**src/design/omdf_ram.sv**
```systemverilog
module omdf_ram #(
  parameter int Width = 64,
  parameter int Depth = 32
) (
  input  logic                     clk_i,
  input  logic                     we_i,
  input  logic [$clog2(Depth)-1:0] waddr_i,
  input  logic [Width-1:0]         wdata_i,
  input  logic [$clog2(Depth)-1:0] raddr_i,
  output logic [Width-1:0]         rdata_o
);

  logic [Width-1:0] mem_q [Depth];

  always_ff @(posedge clk_i) begin
    if (we_i) begin
      mem_q[waddr_i] <= wdata_i;
    end
    rdata_o <= mem_q[raddr_i];
  end

endmodule

```
**config.mk**
```make
export PLATFORM = sky130hd
export DESIGN_NAME = omdf_ram
export DESIGN_NICKNAME = d
export VERILOG_FILES = /design/src/design/omdf_ram.sv
export SDC_FILE = /design/constraint.sdc
export NUM_CORES = 2
export LEC_CHECK = 0
export BUFFER_PORTS_ARGS = -buffer_cell sky130_fd_sc_hd__buf_2
export CAP_MARGIN = 20
export CORE_ASPECT_RATIO = 0.9
export CORE_MARGIN = 2
export CORE_UTILIZATION = 40
export CTS_BUF_LIST = sky130_fd_sc_hd__clkbuf_4 sky130_fd_sc_hd__clkbuf_8
export CTS_CLUSTER_DIAMETER = 40
export DETAILED_ROUTE_END_ITERATION = 12
export PLACE_DENSITY_LB_ADDON = 0.2
export RECOVER_POWER = 100
export SLEW_MARGIN = 20
export SYNTH_ARGS = -nofsm -noshare
export SYNTH_HDL_FRONTEND = slang
export SYNTH_SLANG_ARGS = --single-unit
```
**constraint.sdc**
```tcl
create_clock -name clk_i -period 8.09 [get_ports clk_i]
set_input_delay 0.809 -clock clk_i [delete_from_list [all_inputs] [get_ports clk_i]]
set_output_delay 0.809 -clock clk_i [all_outputs]
set_load 0.05 [all_outputs]
```
==> key figures <==
Global routing
  • Initial antenna violation count: 21
  • All-Layer GR Usage: 0.200
  • Global route overflow: 0
  • Vias in the first global route: 37200
  • Pin count of the biggest net entering global routing: 100
  • First-pass GRT wire length: 283000 um

Place
  • Place WS: 4080 ps
  • Placed cells: 5734
  • Port Buffer Count: 139
  • DP Wirelength: 97500 um
  • RD Place Congestion: 0.701

Routing
  • Vias: 35800
  • WL/cell: 31.5 um
  • Initial DRC count: 4001
  • Post-route ant nets: 0
  • Detailed Route WL: 201000 um
  • Via/cell ratio: 5.61
  • Residual DRC: 0
  • DR pass1 iterations: 5

Setup path
  • CP cell instances: clkbuf_1 > or3b_1 > nor2_1 > clkbuf_1
  • Worst setup EP type: flop
  • Worst path top cell family by delay: simple AND/OR/NAND/NOR gates
  • Max FO, Critical Path: 27
  • WS Path Type: in -> reg
  • CP startpoint kind: input pin
  • Worst stage delay on the critical path: 2230 ps
  • Crit-path slowest cell: clkbuf_1
  • Worst path bufs/invs: 2
  • Req. time, crit path: 8610 ps
  • CP arrival: 5780 ps
  • Most common cell on crit path: clkbuf_1

Run status
  • Failing checks: max-capacitance violations, max-slew violations
  • Outcome: complete, but fails checks

Pwr
  • Pwr Density: 258 mW/mm^2
  • Power, Total: 23.2 mW
  • Pleak: 27.9 nW
  • Peak VDD IR: 0.179 mV

Synthesis
  • Number of synthesized register bits: 2112
  • Mapped Cells: 3097
  • EDFF count, synth: 2048
  • Ys async rst share: 0
  • Post-synth net total: 3173
  • Average cell area after synthesis: 25.5 sq um
  • Sequential share of the synthesized area: 0.795
  • Netlist cell types: 31
  • Mapped cell area: 0.0790 sq mm
  • Top_reg_cell synth: edfxtp_1
  • Synth warn: 0

Cells and area
  • Fillers: 16100
  • Ratio of cells with drive above 1 in the final layout: 0.342
  • Footprint of the multi-input gates: 0.0155 sq mm
  • Finished Layout Cells: 6382
  • Reg area: 0.0628 sq mm
  • Util after Layout: 0.459
  • Area delta synth->final: 14.0%
  • Final nets: 3600

Floorplan
  • Die area: 0.201 sq mm
  • Initial Utilization: 0.403
  • I/O pin total: 140
  • Cell Rows: 154
  • Core ar.: 0.196 sq mm
  • Die Span X: 472 um
  • Die span in y: 426 um

Clock network
  • Post-CTS Setup Bufs: 0
  • Root Buffer: clkbuf_8
  • Post-CTS Resized: 0
  • H-tree levels: 5
  • Clk sinks: 2112
  • CTS buffer count: 362
  • Skew-Pair Late Insertion Delay: 1040 ps
  • CTS tree: built
  • CTS max path bufs: 4
  • Clock slew seen by the registers of the worst setup and hold paths: 50 ps
  • Post-CTS Hold Fix Bufs: 0

Timing
  • Max frequency: 0.190 GHz
  • Max Slew Vio Count: 1873
  • Min Tclk post-route: 5270 ps
  • Slew headroom: -1.95
  • Skew final: 71.2 ps
  • Final setup margin: 2820 ps
  • Period utilisation layout: 0.651
  • Fin. Hold Viols: 0
  • Least-Margin Pin Slew: 4420 ps
  • # setup viols final: 0
  • Setup TNS Final: 0 ps
  • RSZ-0062 raised after global routing: false

Job
  • MaxCap Viol Count: 65

Worst hold path
  • Hold Crit Class: in -> reg
[report_power, final]
group / internal, mW / switching (mW)
combinational: 0.446 / 0.723
sequential: 12.2 / 0.0696
clock: 5.58 / 4.21
[logic make-up (layout without fill, tap and decap cells)]
family	after synthesis	in the layout	share of synthesized area
buf+inv	157	858	0.00944
flops	2112	2112	0.795
compound gates	50	50	0.00466
simple gates	64	64	0.00379
mux	714	714	0.187
other cells	0	10	0
[stage by stage]
step / hold WS [ps] / instance area, sq um
floorplan: 722 / 79000
global placement: 801 / 83300
detailed placement: 805 / 83300
CTS: 138 / 90600
global route: 359 / 90000
finish: 427 / 90000
[path summary, 6_finish.rpt]
path / from / to / slack (ps) / cells after the start
max: waddr_i[1] / mem_q[28][3]$_DFFE_PP_ / 2820 / 4
min: raddr_i[3] / rdata_o[1]$_DFF_P_ / 430 / 2
max reg2reg: mem_q[7][39]$_DFFE_PP_ / rdata_o[39]$_DFF_P_ / 6240 / 3
min reg2reg: mem_q[5][34]$_DFFE_PP_ / rdata_o[34]$_DFF_P_ / 820 / 3
[cell type report]
cell class / count / area share
flip-flops and latches: 2112 / 0.697
multi-input cells: 828 / 0.172
clock buffers: 524 / 0.0713
well taps: 2574 / 0.0358
repair buffers: 219 / 0.0130
clock inverters: 114 / 0.0103
diodes: 10 / 0.000278
inverters: 1 / 0.0000417
[registers in the layout, indices dropped and copies added (netlist names)]
name	flops
mem_q	2048
rdata_o	64
[per-layer routing]
layer / up-vias / routed length [um] / GRT usage
li1: 14400 / - / -
met1: 19700 / 87100 / 0.288
met2: 1336 / 96800 / 0.317
met3: 327 / 13100 / 0.0386
met4: 16 / 3840 / 0.0499
met5: - / 108 / 0
[cells in the mapped netlist, types with 4 or more instances]
library cell	count	area (sq um)
nor2_1	41	154
buf_4	14	105
buf_2	65	325
a221oi_1	12	105
dfxtp_1	64	1280
o22ai_1	10	62.6
nor2b_1	4	25.0
buf_1	19	71.3
mux2i_1	38	380
edfxtp_1	2048	61500
o21ai_0	9	45.0
mux2_2	74	833
mux4_2	602	13600
clkbuf_1	55	206
nand3b_1	5	37.5
[layout by cell type (no fill, tap or decap), types with 4 or more instances in the layout]
cell        netlist  routed
clkbuf_4          0     127
mux2_1            0       4
nand3b_1          5       5
clkinv_2          0      23
buf_12            0      14
mux2_2           74      70
clkinvlp_4        0       7
clkinv_1          0      64
clkbuf_8          0     399
nor2b_1           4       4
diode_2           0      10
buf_4            14      16
clkbuf_2          0       4
nor2_1           41      33
a221oi_1         12      12
o21ai_0           9       9
mux2i_1          38      38
clkbuf_1         55     177
dfxtp_1          64      64
bufinv_16         0      16
nor2_4            0       8
o22ai_1          10      10
edfxtp_1       2048    2048
mux4_2          602     602
Power figures use the tool's default switching activity.
